### src/sv/vmsd_pkg.sv
// ----------------------------------------------------------------------------
// vmsd_pkg
// Shared types and constants for the vector mean and standard deviation block.
// ----------------------------------------------------------------------------
`default_nettype none

package vmsd_pkg;

  // Field and accumulator widths
  localparam int unsigned DATA_W  = 32;  // sample, ref_mean, mean_value
  localparam int unsigned STD_W   = 31;  // std_deviation
  localparam int unsigned LEN_W   = 9;   // vector_length and sample count
  localparam int unsigned SUM_W   = 40;  // running sample sum
  localparam int unsigned DIFF_W  = 34;  // sample minus reference mean
  localparam int unsigned MAG_W   = 33;  // magnitude of the deviation
  localparam int unsigned SQ_W    = 64;  // squared deviation, Q32.32
  localparam int unsigned ROOT_W  = 32;  // full square root of a 64-bit value

  // Controller states
  typedef enum logic [2:0] {
    S_IDLE,
    S_ABS,
    S_MUL,
    S_ACC,
    S_DIV,
    S_SQRT,
    S_LOAD
  } vmsd_state_e;

  // Controller to datapath
  typedef struct packed {
    logic in_ready;
    logic accept;
    logic abs_en;
    logic mul_en;
    logic acc_en;
    logic div_start;
    logic sqrt_start;
    logic load;
  } vmsd_cmd_t;

  // Datapath to controller
  typedef struct packed {
    logic in_valid;
    logic close;
    logic div_busy;
    logic sqrt_busy;
    logic out_free;
  } vmsd_status_t;

endpackage

`default_nettype wire

### src/sv/vmsd_div.sv
// ----------------------------------------------------------------------------
// vmsd_div
// Restoring divider, one quotient bit per cycle, by the vector length.
// ----------------------------------------------------------------------------
`default_nettype none

module vmsd_div #(
  parameter int unsigned WIDTH = 64
) (
  input  wire logic                         clk_i,
  input  wire logic                         rst_ni,
  input  wire logic                         start_i,
  input  wire logic [WIDTH-1:0]             dividend_i,
  input  wire logic [vmsd_pkg::LEN_W-1:0]   divisor_i,
  output logic                              busy_o,
  output logic [WIDTH-1:0]                  quotient_o
);

  localparam int unsigned CNT_W = (WIDTH > 1) ? $clog2(WIDTH) : 1;

  logic                          busy_q, busy_d;
  logic [CNT_W-1:0]              cnt_q, cnt_d;
  logic [WIDTH-1:0]              quo_q, quo_d;
  logic [vmsd_pkg::LEN_W-1:0]    rem_q, rem_d;
  logic [vmsd_pkg::LEN_W:0]      rem_sh;
  logic                          ge;

  // Shift in one dividend bit, subtract the divisor when it fits
  always_comb begin
    rem_sh = {rem_q, quo_q[WIDTH-1]};
    ge     = rem_sh >= {1'b0, divisor_i};
    busy_d = busy_q;
    cnt_d  = cnt_q;
    quo_d  = quo_q;
    rem_d  = rem_q;
    if (start_i) begin
      busy_d = 1'b1;
      cnt_d  = CNT_W'(WIDTH - 1);
      quo_d  = dividend_i;
      rem_d  = '0;
    end else if (busy_q) begin
      quo_d = {quo_q[WIDTH-2:0], ge};
      rem_d = vmsd_pkg::LEN_W'(ge ? (rem_sh - {1'b0, divisor_i}) : rem_sh);
      if (cnt_q == '0) begin
        busy_d = 1'b0;
      end else begin
        cnt_d = cnt_q - 1'b1;
      end
    end
  end

  // Control state
  always_ff @(posedge clk_i or negedge rst_ni) begin
    if (!rst_ni) begin
      busy_q <= 1'b0;
      cnt_q  <= '0;
    end else begin
      busy_q <= busy_d;
      cnt_q  <= cnt_d;
    end
  end

  // Payload
  always_ff @(posedge clk_i) begin
    quo_q <= quo_d;
    rem_q <= rem_d;
  end

  assign busy_o     = busy_q;
  assign quotient_o = quo_q;

endmodule

`default_nettype wire

### src/sv/vmsd_sqrt.sv
// ----------------------------------------------------------------------------
// vmsd_sqrt
// Digit-by-digit integer square root of a 64-bit value, one root bit a cycle.
// ----------------------------------------------------------------------------
`default_nettype none

module vmsd_sqrt (
  input  wire logic                          clk_i,
  input  wire logic                          rst_ni,
  input  wire logic                          start_i,
  input  wire logic [vmsd_pkg::SQ_W-1:0]     radicand_i,
  output logic                               busy_o,
  output logic [vmsd_pkg::ROOT_W-1:0]        root_o
);

  localparam int unsigned CNT_W = $clog2(vmsd_pkg::ROOT_W);
  localparam int unsigned REM_W = vmsd_pkg::ROOT_W + 2;

  logic                          busy_q, busy_d;
  logic [CNT_W-1:0]              cnt_q, cnt_d;
  logic [vmsd_pkg::SQ_W-1:0]     rad_q, rad_d;
  logic [REM_W-1:0]              rem_q, rem_d;
  logic [vmsd_pkg::ROOT_W-1:0]   root_q, root_d;
  logic [REM_W+1:0]              rem_sh;
  logic [REM_W+1:0]              trial;
  logic                          ge;

  // Bring down two radicand bits, try (4*root + 1)
  always_comb begin
    rem_sh = {rem_q, rad_q[vmsd_pkg::SQ_W-1 -: 2]};
    trial  = (REM_W + 2)'({root_q, 2'b01});
    ge     = rem_sh >= trial;
    busy_d = busy_q;
    cnt_d  = cnt_q;
    rad_d  = rad_q;
    rem_d  = rem_q;
    root_d = root_q;
    if (start_i) begin
      busy_d = 1'b1;
      cnt_d  = CNT_W'(vmsd_pkg::ROOT_W - 1);
      rad_d  = radicand_i;
      rem_d  = '0;
      root_d = '0;
    end else if (busy_q) begin
      rad_d  = {rad_q[vmsd_pkg::SQ_W-3:0], 2'b00};
      rem_d  = REM_W'(ge ? (rem_sh - trial) : rem_sh);
      root_d = {root_q[vmsd_pkg::ROOT_W-2:0], ge};
      if (cnt_q == '0) begin
        busy_d = 1'b0;
      end else begin
        cnt_d = cnt_q - 1'b1;
      end
    end
  end

  // Control state
  always_ff @(posedge clk_i or negedge rst_ni) begin
    if (!rst_ni) begin
      busy_q <= 1'b0;
      cnt_q  <= '0;
    end else begin
      busy_q <= busy_d;
      cnt_q  <= cnt_d;
    end
  end

  // Payload
  always_ff @(posedge clk_i) begin
    rad_q  <= rad_d;
    rem_q  <= rem_d;
    root_q <= root_d;
  end

  assign busy_o = busy_q;
  assign root_o = root_q;

endmodule

`default_nettype wire

### src/sv/vmsd_dp.sv
// ----------------------------------------------------------------------------
// vmsd_dp
// Datapath: length register, accumulators, square unit, divide and square
// root units, and the output word register.
// ----------------------------------------------------------------------------
`default_nettype none

module vmsd_dp #(
  parameter int unsigned MAX_LENGTH   = 256,
  parameter int unsigned SAMPLE_WIDTH = 32
) (
  input  wire logic                          clk_i,
  input  wire logic                          rst_ni,
  input  wire vmsd_pkg::vmsd_cmd_t           cmd_i,
  output vmsd_pkg::vmsd_status_t             status_o,
  input  wire logic                          in_valid_i,
  input  wire logic                          cfg_wr_en_i,
  input  wire logic [vmsd_pkg::LEN_W-1:0]    cfg_wr_data_i,
  input  wire logic [vmsd_pkg::DATA_W-1:0]   sample_i,
  input  wire logic [vmsd_pkg::DATA_W-1:0]   ref_mean_i,
  input  wire logic                          out_ready_i,
  output logic                               out_valid_o,
  output logic [vmsd_pkg::DATA_W-1:0]        mean_value_o,
  output logic [vmsd_pkg::STD_W-1:0]         std_deviation_o
);

  localparam int unsigned LEN_W  = vmsd_pkg::LEN_W;
  localparam int unsigned SUM_W  = vmsd_pkg::SUM_W;
  localparam int unsigned SQ_W   = vmsd_pkg::SQ_W;
  localparam int unsigned DIFF_W = vmsd_pkg::DIFF_W;
  localparam int unsigned MAG_W  = vmsd_pkg::MAG_W;
  localparam int unsigned DATA_W = vmsd_pkg::DATA_W;
  localparam int unsigned STD_W  = vmsd_pkg::STD_W;
  localparam int unsigned ROOT_W = vmsd_pkg::ROOT_W;

  // Effective length register: zero acts as one, clamp to MAX_LENGTH
  logic [LEN_W-1:0] len_q, len_d;

  always_comb begin
    if (cfg_wr_data_i == '0) begin
      len_d = LEN_W'(1);
    end else if (32'(cfg_wr_data_i) > MAX_LENGTH) begin
      len_d = LEN_W'(MAX_LENGTH);
    end else begin
      len_d = cfg_wr_data_i;
    end
  end

  always_ff @(posedge clk_i or negedge rst_ni) begin
    if (!rst_ni) begin
      len_q <= LEN_W'(1);
    end else if (cfg_wr_en_i) begin
      len_q <= len_d;
    end
  end

  // Sign-extend the used low bits of each field
  logic signed [SAMPLE_WIDTH-1:0] s_low, r_low;
  logic signed [DIFF_W-1:0]       s_ext, r_ext;

  assign s_low = sample_i[SAMPLE_WIDTH-1:0];
  assign r_low = ref_mean_i[SAMPLE_WIDTH-1:0];
  assign s_ext = DIFF_W'(s_low);
  assign r_ext = DIFF_W'(r_low);

  // Deviation pipeline: difference, magnitude, square
  logic signed [DIFF_W-1:0] diff_q;
  logic [MAG_W-1:0]         mag_q;
  logic [SQ_W-1:0]          sq_q;
  logic [SQ_W-1:0]          prod;

  assign prod = mag_q[MAG_W-2:0] * mag_q[MAG_W-2:0];

  always_ff @(posedge clk_i) begin
    if (cmd_i.accept) begin
      diff_q <= s_ext - r_ext;
    end
    if (cmd_i.abs_en) begin
      mag_q <= diff_q[DIFF_W-1] ? MAG_W'(-diff_q) : MAG_W'(diff_q);
    end
    // saturate a magnitude beyond 32 bits
    if (cmd_i.mul_en) begin
      sq_q <= mag_q[MAG_W-1] ? '1 : prod;
    end
  end

  // Accumulators
  logic signed [SUM_W-1:0] sum_q;
  logic [SQ_W-1:0]         sqs_q, sqs_d;
  logic [LEN_W-1:0]        cnt_q;
  logic [SQ_W:0]           sqs_add;

  assign sqs_add = {1'b0, sqs_q} + {1'b0, sq_q};
  assign sqs_d   = sqs_add[SQ_W] ? '1 : sqs_add[SQ_W-1:0];

  always_ff @(posedge clk_i or negedge rst_ni) begin
    if (!rst_ni) begin
      sum_q <= '0;
      sqs_q <= '0;
      cnt_q <= '0;
    end else if (cmd_i.accept) begin
      sum_q <= sum_q + SUM_W'(s_ext);
      cnt_q <= cnt_q + 1'b1;
    end else if (cmd_i.div_start) begin
      // vector closes: hand off to the dividers and clear
      sum_q <= '0;
      sqs_q <= '0;
      cnt_q <= '0;
    end else if (cmd_i.acc_en) begin
      sqs_q <= sqs_d;
    end
  end

  // Divide sum and square sum by the length
  logic [SUM_W-1:0] sum_mag;
  logic [SUM_W-1:0] mean_quo;
  logic [SQ_W-1:0]  msd_quo;
  logic             mean_busy, msd_busy;
  logic             neg_q;

  assign sum_mag = sum_q[SUM_W-1] ? SUM_W'(-sum_q) : SUM_W'(sum_q);

  always_ff @(posedge clk_i) begin
    if (cmd_i.div_start) begin
      neg_q <= sum_q[SUM_W-1];
    end
  end

  vmsd_div #(
    .WIDTH (SUM_W)
  ) u_mean_div (
    .clk_i      (clk_i),
    .rst_ni     (rst_ni),
    .start_i    (cmd_i.div_start),
    .dividend_i (sum_mag),
    .divisor_i  (len_q),
    .busy_o     (mean_busy),
    .quotient_o (mean_quo)
  );

  vmsd_div #(
    .WIDTH (SQ_W)
  ) u_msd_div (
    .clk_i      (clk_i),
    .rst_ni     (rst_ni),
    .start_i    (cmd_i.div_start),
    .dividend_i (sqs_d),
    .divisor_i  (len_q),
    .busy_o     (msd_busy),
    .quotient_o (msd_quo)
  );

  // Square root of the mean squared deviation
  logic [ROOT_W-1:0] root;
  logic              sqrt_busy;

  vmsd_sqrt u_sqrt (
    .clk_i      (clk_i),
    .rst_ni     (rst_ni),
    .start_i    (cmd_i.sqrt_start),
    .radicand_i (msd_quo),
    .busy_o     (sqrt_busy),
    .root_o     (root)
  );

  // Output word register
  logic              out_valid_q;
  logic [DATA_W-1:0] mean_q;
  logic [STD_W-1:0]  std_q;
  logic [DATA_W-1:0] mean_lo;

  assign mean_lo = mean_quo[DATA_W-1:0];

  always_ff @(posedge clk_i or negedge rst_ni) begin
    if (!rst_ni) begin
      out_valid_q <= 1'b0;
    end else if (cmd_i.load) begin
      out_valid_q <= 1'b1;
    end else if (out_ready_i) begin
      out_valid_q <= 1'b0;
    end
  end

  always_ff @(posedge clk_i) begin
    if (cmd_i.load) begin
      mean_q <= neg_q ? (-mean_lo) : mean_lo;
      std_q  <= root[ROOT_W-1] ? '1 : root[STD_W-1:0];
    end
  end

  // Status back to the controller
  assign status_o.in_valid  = in_valid_i;
  assign status_o.close     = cnt_q >= len_q;
  assign status_o.div_busy  = mean_busy | msd_busy;
  assign status_o.sqrt_busy = sqrt_busy;
  assign status_o.out_free  = !out_valid_q || out_ready_i;

  assign out_valid_o     = out_valid_q;
  assign mean_value_o    = mean_q;
  assign std_deviation_o = std_q;

endmodule

`default_nettype wire

### src/sv/vmsd_ctrl.sv
// ----------------------------------------------------------------------------
// vmsd_ctrl
// Controller: steps each sample through the datapath and sequences the
// divide, square root and output load at the end of a vector.
// ----------------------------------------------------------------------------
`default_nettype none

module vmsd_ctrl (
  input  wire logic                    clk_i,
  input  wire logic                    rst_ni,
  input  wire vmsd_pkg::vmsd_status_t  status_i,
  output vmsd_pkg::vmsd_cmd_t          cmd_o
);

  vmsd_pkg::vmsd_state_e state_q, state_d;

  // Next state
  always_comb begin
    state_d = state_q;
    case (state_q)
      vmsd_pkg::S_IDLE: begin
        if (status_i.in_valid) state_d = vmsd_pkg::S_ABS;
      end
      vmsd_pkg::S_ABS: state_d = vmsd_pkg::S_MUL;
      vmsd_pkg::S_MUL: state_d = vmsd_pkg::S_ACC;
      vmsd_pkg::S_ACC: begin
        state_d = status_i.close ? vmsd_pkg::S_DIV : vmsd_pkg::S_IDLE;
      end
      vmsd_pkg::S_DIV: begin
        if (!status_i.div_busy) state_d = vmsd_pkg::S_SQRT;
      end
      vmsd_pkg::S_SQRT: begin
        if (!status_i.sqrt_busy) state_d = vmsd_pkg::S_LOAD;
      end
      vmsd_pkg::S_LOAD: begin
        if (status_i.out_free) state_d = vmsd_pkg::S_IDLE;
      end
      default: state_d = vmsd_pkg::S_IDLE;
    endcase
  end

  // Commands
  always_comb begin
    cmd_o = '0;
    case (state_q)
      vmsd_pkg::S_IDLE: begin
        cmd_o.in_ready = 1'b1;
        cmd_o.accept   = status_i.in_valid;
      end
      vmsd_pkg::S_ABS: cmd_o.abs_en = 1'b1;
      vmsd_pkg::S_MUL: cmd_o.mul_en = 1'b1;
      vmsd_pkg::S_ACC: begin
        cmd_o.acc_en    = 1'b1;
        cmd_o.div_start = status_i.close;
      end
      vmsd_pkg::S_DIV: cmd_o.sqrt_start = !status_i.div_busy;
      vmsd_pkg::S_SQRT: ;
      vmsd_pkg::S_LOAD: cmd_o.load = status_i.out_free;
      default: ;
    endcase
  end

  always_ff @(posedge clk_i or negedge rst_ni) begin
    if (!rst_ni) begin
      state_q <= vmsd_pkg::S_IDLE;
    end else begin
      state_q <= state_d;
    end
  end

endmodule

`default_nettype wire

### src/sv/vector_mean_and_std_deviation.sv
// ----------------------------------------------------------------------------
// vector_mean_and_std_deviation
// Mean and population standard deviation, about ref_mean, of a Q16.16 vector.
//
//   Channel  Dir  Handshake                  Content
//   s_axis   in   s_axis_tvalid/tready       sample, ref_mean
//   m_axis   out  m_axis_tvalid/tready       mean_value, std_deviation
//   cfg      in   cfg_wr_en_i                vector_length
//
// Each sample steps through the controller states for accept, magnitude,
// square and accumulate; one sample is in flight at a time.
// The closing sample of a vector then passes through division (64
// bit-serial steps, then the hand-off to the root), the bit-serial square
// root (32 steps, then the hand-off to the load) and the result load.
// The result waits in an output register; a new vector may stream in
// meanwhile, and only the next result load (and the input behind it) waits
// for m_axis_tready.
// Reset clears the accumulators and sets the length to one; no clearing pass.
// ----------------------------------------------------------------------------
`default_nettype none

module vector_mean_and_std_deviation #(
  parameter int unsigned MAX_LENGTH   = 256,
  parameter int unsigned SAMPLE_WIDTH = 32
) (
  input  wire logic        clk_i,
  input  wire logic        rst_ni,
  // configuration
  input  wire logic        cfg_wr_en_i,
  input  wire logic [8:0]  cfg_wr_data_i,   // vector_length
  // input stream
  input  wire logic        s_axis_tvalid,
  output logic             s_axis_tready,
  input  wire logic [63:0] s_axis_tdata,    // [31:0] sample, [63:32] ref_mean
  // result stream
  output logic             m_axis_tvalid,
  input  wire logic        m_axis_tready,
  output logic [63:0]      m_axis_tdata     // [31:0] mean_value,
                                            // [62:32] std_deviation, [63] zero
);

  vmsd_pkg::vmsd_cmd_t    cmd;
  vmsd_pkg::vmsd_status_t status;

  logic [vmsd_pkg::DATA_W-1:0] mean_value;
  logic [vmsd_pkg::STD_W-1:0]  std_deviation;

  vmsd_ctrl u_ctrl (
    .clk_i    (clk_i),
    .rst_ni   (rst_ni),
    .status_i (status),
    .cmd_o    (cmd)
  );

  vmsd_dp #(
    .MAX_LENGTH   (MAX_LENGTH),
    .SAMPLE_WIDTH (SAMPLE_WIDTH)
  ) u_dp (
    .clk_i           (clk_i),
    .rst_ni          (rst_ni),
    .cmd_i           (cmd),
    .status_o        (status),
    .in_valid_i      (s_axis_tvalid),
    .cfg_wr_en_i     (cfg_wr_en_i),
    .cfg_wr_data_i   (cfg_wr_data_i),
    .sample_i        (s_axis_tdata[31:0]),
    .ref_mean_i      (s_axis_tdata[63:32]),
    .out_ready_i     (m_axis_tready),
    .out_valid_o     (m_axis_tvalid),
    .mean_value_o    (mean_value),
    .std_deviation_o (std_deviation)
  );

  assign s_axis_tready = cmd.in_ready;
  assign m_axis_tdata  = {1'b0, std_deviation, mean_value};

  // Load a result only into a free output register
  a_load_free: assert property (@(posedge clk_i) disable iff (!rst_ni)
    cmd.load |-> status.out_free)
    else $error("result loaded over a pending output word");

  // Start the square root only once both divisions are done
  a_sqrt_after_div: assert property (@(posedge clk_i) disable iff (!rst_ni)
    cmd.sqrt_start |-> !status.div_busy)
    else $error("square root started during division");

  // Dividers run after a vector closes
  a_div_runs: assert property (@(posedge clk_i) disable iff (!rst_ni)
    cmd.div_start |=> status.div_busy)
    else $error("division did not start on vector close");

  // One sample in flight at a time
  a_one_in_flight: assert property (@(posedge clk_i) disable iff (!rst_ni)
    cmd.accept |=> !s_axis_tready)
    else $error("input taken while a sample is in flight");

  // A loaded result shows on the output next cycle
  a_load_shows: assert property (@(posedge clk_i) disable iff (!rst_ni)
    cmd.load |=> m_axis_tvalid)
    else $error("loaded result not presented");

endmodule

`default_nettype wire

### config.mk
export PLATFORM = sky130hd
export DESIGN_NAME = vector_mean_and_std_deviation
export DESIGN_NICKNAME = d
export VERILOG_FILES = /design/src/sv/vmsd_pkg.sv /design/src/sv/vmsd_div.sv /design/src/sv/vmsd_sqrt.sv /design/src/sv/vmsd_dp.sv /design/src/sv/vmsd_ctrl.sv /design/src/sv/vector_mean_and_std_deviation.sv
export SDC_FILE = /design/constraint.sdc
export NUM_CORES = 2
export LEC_CHECK = 0
export BUFFER_PORTS_ARGS = -buffer_cell sky130_fd_sc_hd__clkbuf_2
export CAP_MARGIN = 40
export CORE_ASPECT_RATIO = 1.4
export CORE_MARGIN = 1.5
export CORE_UTILIZATION = 60
export CTS_CLUSTER_SIZE = 16
export DETAILED_ROUTE_END_ITERATION = 10
export PLACE_DENSITY = 0.79
export SKIP_LAST_GASP = 1
export SLEW_MARGIN = 20
export SYNTH_ARGS = -nofsm -noshare
export SYNTH_HDL_FRONTEND = slang
export SYNTH_SLANG_ARGS = --single-unit
### constraint.sdc
create_clock -name clk_i -period 9.2 [get_ports clk_i]
set_clock_uncertainty 0.1 [all_clocks]
set_input_delay 1.38 -clock clk_i [delete_from_list [all_inputs] [get_ports clk_i]]
set_output_delay 1.38 -clock clk_i [all_outputs]
set_load 0.03 [all_outputs]
==> reports/qor.yml <==
initial_utilization_pct: 60.7
antenna_found_initial: 0
n_antenna_cell: 0
worstHoldStart: "u_dp.u_sqrt.rem_q[21]"
clock_latency_ns: 0.69
dr.pass1.iters: 6
maxSlewViolCount: 0
layout_common_cells: "1,109 x inv_1, 883 x nand2_1, 803 x fa_1, 505 x ha_1, 390 x o21ai_0"
hold_viol_final: 0
crit_top_cell: "fa_1"
area_growth_pct: 6.91
fin_tns_setup_ns: 0
netlist_area_sq_mm: 0.0643
synth.net_count: 8260
clock-sinks: 592
rr_worst_depth: 26
setup.worst_path.start_class: "flip-flop"
via_count: 48260
io_pins: 144
drc: 0
htreeDepth: 2
clk_pin_slew_ns: 0.06
coreArea_sq_mm: 0.106
cp_max_fo: 20
setup_viol: 0
hold_depth: 2
hpwl_microns: 131000
worst_pin_slew_ns: 0.843
use_met1_pct: 34.8
synthArstFlopShare_pct: 24.7
busiest_layer: "met2"
yosysUniqueCellTypes: 83
crit_path_max_incr_delay_ns: 0.73
cp.arrival_ns: 9.14
fin_crit_sh_pct: 96.2
dieHeight_microns: 390
wl_microns: 165000
yosysSeqAreaShare_pct: 25.2
synth.avg_cell_area_sq_um: 9.35
rsz0062_at_grt: "false"
holdBufCountCts: 0
rr_startpoint: "u_dp.mag_q[13]"
cpMaxStageDelayCell: "edfxtp_1"
grt_pass1_vias: 51436
syn_inst: 6874
rrSetupSlack_ns: 0.35
wl_per_cell_microns: 19.8
grt_usage_pct: 30.8
dieArea_sq_mm: 0.109
viasPerCell: 5.81
r2r_end: "u_dp.sq_q[60]"
ys_seq_elements: 592
drive_above_1_share_pct: 5.95
cts_tree: "done"
cts_buffers: 60
nets: 8288
relSlewSlack_pct: 42.3
maxCapViolations: 0
grt_pass1_wl_microns: 265000
grt_max_degree: 98
ys.flop_type: "edfxtp_1"
grt_use_met2_pct: 55.2
yosysWarnings: 0
postRouteAntennaNets: 0
hold_path.class: "reg -> reg"
worstHoldEndpoint: "u_dp.u_sqrt.rem_q[21]"
required_ns: 9.50
cts_root_buffer: "clkbuf_16"
final_common_cell: "inv_1"
grtUsageMet3_pct: 3.53
synth_edf_count: 362
grt-ovfl-total: 0
max_freq_mhz: 113
gp_congestion: 0.978
status: "finished clean"
rows: 141
min_period_ns: 8.85
dp_cells: 8190
portBuffers: 142
drt_iter0_drc: 3291
clockBufferDepth: 3
dieWidth_microns: 280
end_kind: "flip-flop"
fin_cells: 8312
critPathKind: "reg -> reg"
## Yosys cell counts (39+ instances only)
master	number	area, sq um
nor3_1	39	195
nand4_1	42	263
inv_1	1110	4170
nor2_1	328	1230
ha_1	505	6320
dfxtp_1	84	1680
nor2b_1	43	269
xor2_1	145	1270
mux2i_1	66	661
clkbuf_1	260	976
a211oi_1	52	390
o21ai_0	390	1950
a21o_1	163	1220
xnor2_1	227	1990
nand2_1	886	3330
fa_1	803	16100
dfrtp_1	145	3630
edfxtp_1	362	10900
nand2b_1	106	663
o31ai_1	45	338
nand3_1	92	460
and2_1	242	1510
a21oi_1	289	1450
o21bai_1	44	330
## cell families after synthesis
group | share of synthesized area [%]
flip-flops | 25.2
AND/OR/NAND/NOR | 14.0
adder cells (fa/ha/maj) | 34.8
buffers and inverters | 8.15
other | 0.00583
XOR/XNOR | 5.07
multiplexers | 1.08
AO/OA/AOI/OAI | 11.6
## worst max-delay path by stage
stage,from,endpoint,slack [ns],cells past startpoint
after floorplan,u_dp.mag_q[2],u_dp.sq_q[58],1.08,28
after CTS,u_dp.mag_q[2],u_dp.sq_q[61],0.38,28
after global routing,u_dp.mag_q[8],u_dp.sq_q[56],0.08,27
after global placement,u_dp.mag_q[19],u_dp.sq_q[56],0.58,27
final,u_dp.mag_q[13],u_dp.sq_q[60],0.35,26
after detailed placement,u_dp.mag_q[2],u_dp.sq_q[61],0.42,28
## critical path, delay by kind of cell, from the launching register on
kind	cells	cell delay (ns)
adder cells (fa/ha/maj)	9	4.42
flip-flops	1	0.73
AND/OR/NAND/NOR	5	0.83
AO/OA/AOI/OAI	6	1.53
XOR/XNOR	1	0.18
buffers and inverters	5	0.75
## through the flow
| stage | area [sq um] | hold slack, ns | setup WS, ns | utilization (%) |
|---|---|---|---|---|
| after detailed placement | 66500 | 0.375 | 0.423 | 62.8 |
| after floorplan | 64300 | 0.346 | 1.08 | - |
| after CTS | 68500 | 0.388 | 0.380 | 64.8 |
| after global placement | 66400 | 0.358 | 0.583 | 62.7 |
| after global routing | 68700 | 0.414 | 0.0804 | 64.9 |
| final | 68700 | 0.392 | 0.354 | 64.9 |
## layout make-up
cell class                 instances  area [sq um]
clock buffer                      73          1590
fill                            8618         37100
clock inverter                    41           468
timing repair buffer             246          1680
inverter                        1113          4180
tap                             1358          1700
sequential                       592         16200
multi-input combinational       4889         42900
## sequential cells by signal, summed over array words and instances (netlist names), 31 cells and up
register / flops
u_dp.sq_q: 64
u_dp.diff_q: 33
u_dp.u_sqrt.root_o: 32
u_dp.u_mean_div.quotient_o: 40
u_dp.sum_q: 40
u_dp.u_sqrt.rad_q: 64
u_dp.sqs_q: 64
u_dp.u_msd_div.quotient_o: 64
u_dp.mean_value_o: 32
u_dp.u_sqrt.rem_q: 34
u_dp.std_deviation_o: 31
u_dp.mag_q: 33
## layer usage
layer	vias to the layer above	share of wire (%)	routed length, microns
li1	22439	-	-
met1	23717	37	61100
met2	1502	51	83900
met3	602	4.5	7470
met4	0	7.3	12100
met5	-	0	0
## what timing repair did
item / CTS / global route
gates resized for setup: 0 / 1
buffers inserted: 0 / 0
setup endpoints to repair: 0 / 1
Power is left out: the tool's default activity adds up to more than one toggle a clock period on the data nets, which glitch-free logic cannot reach.
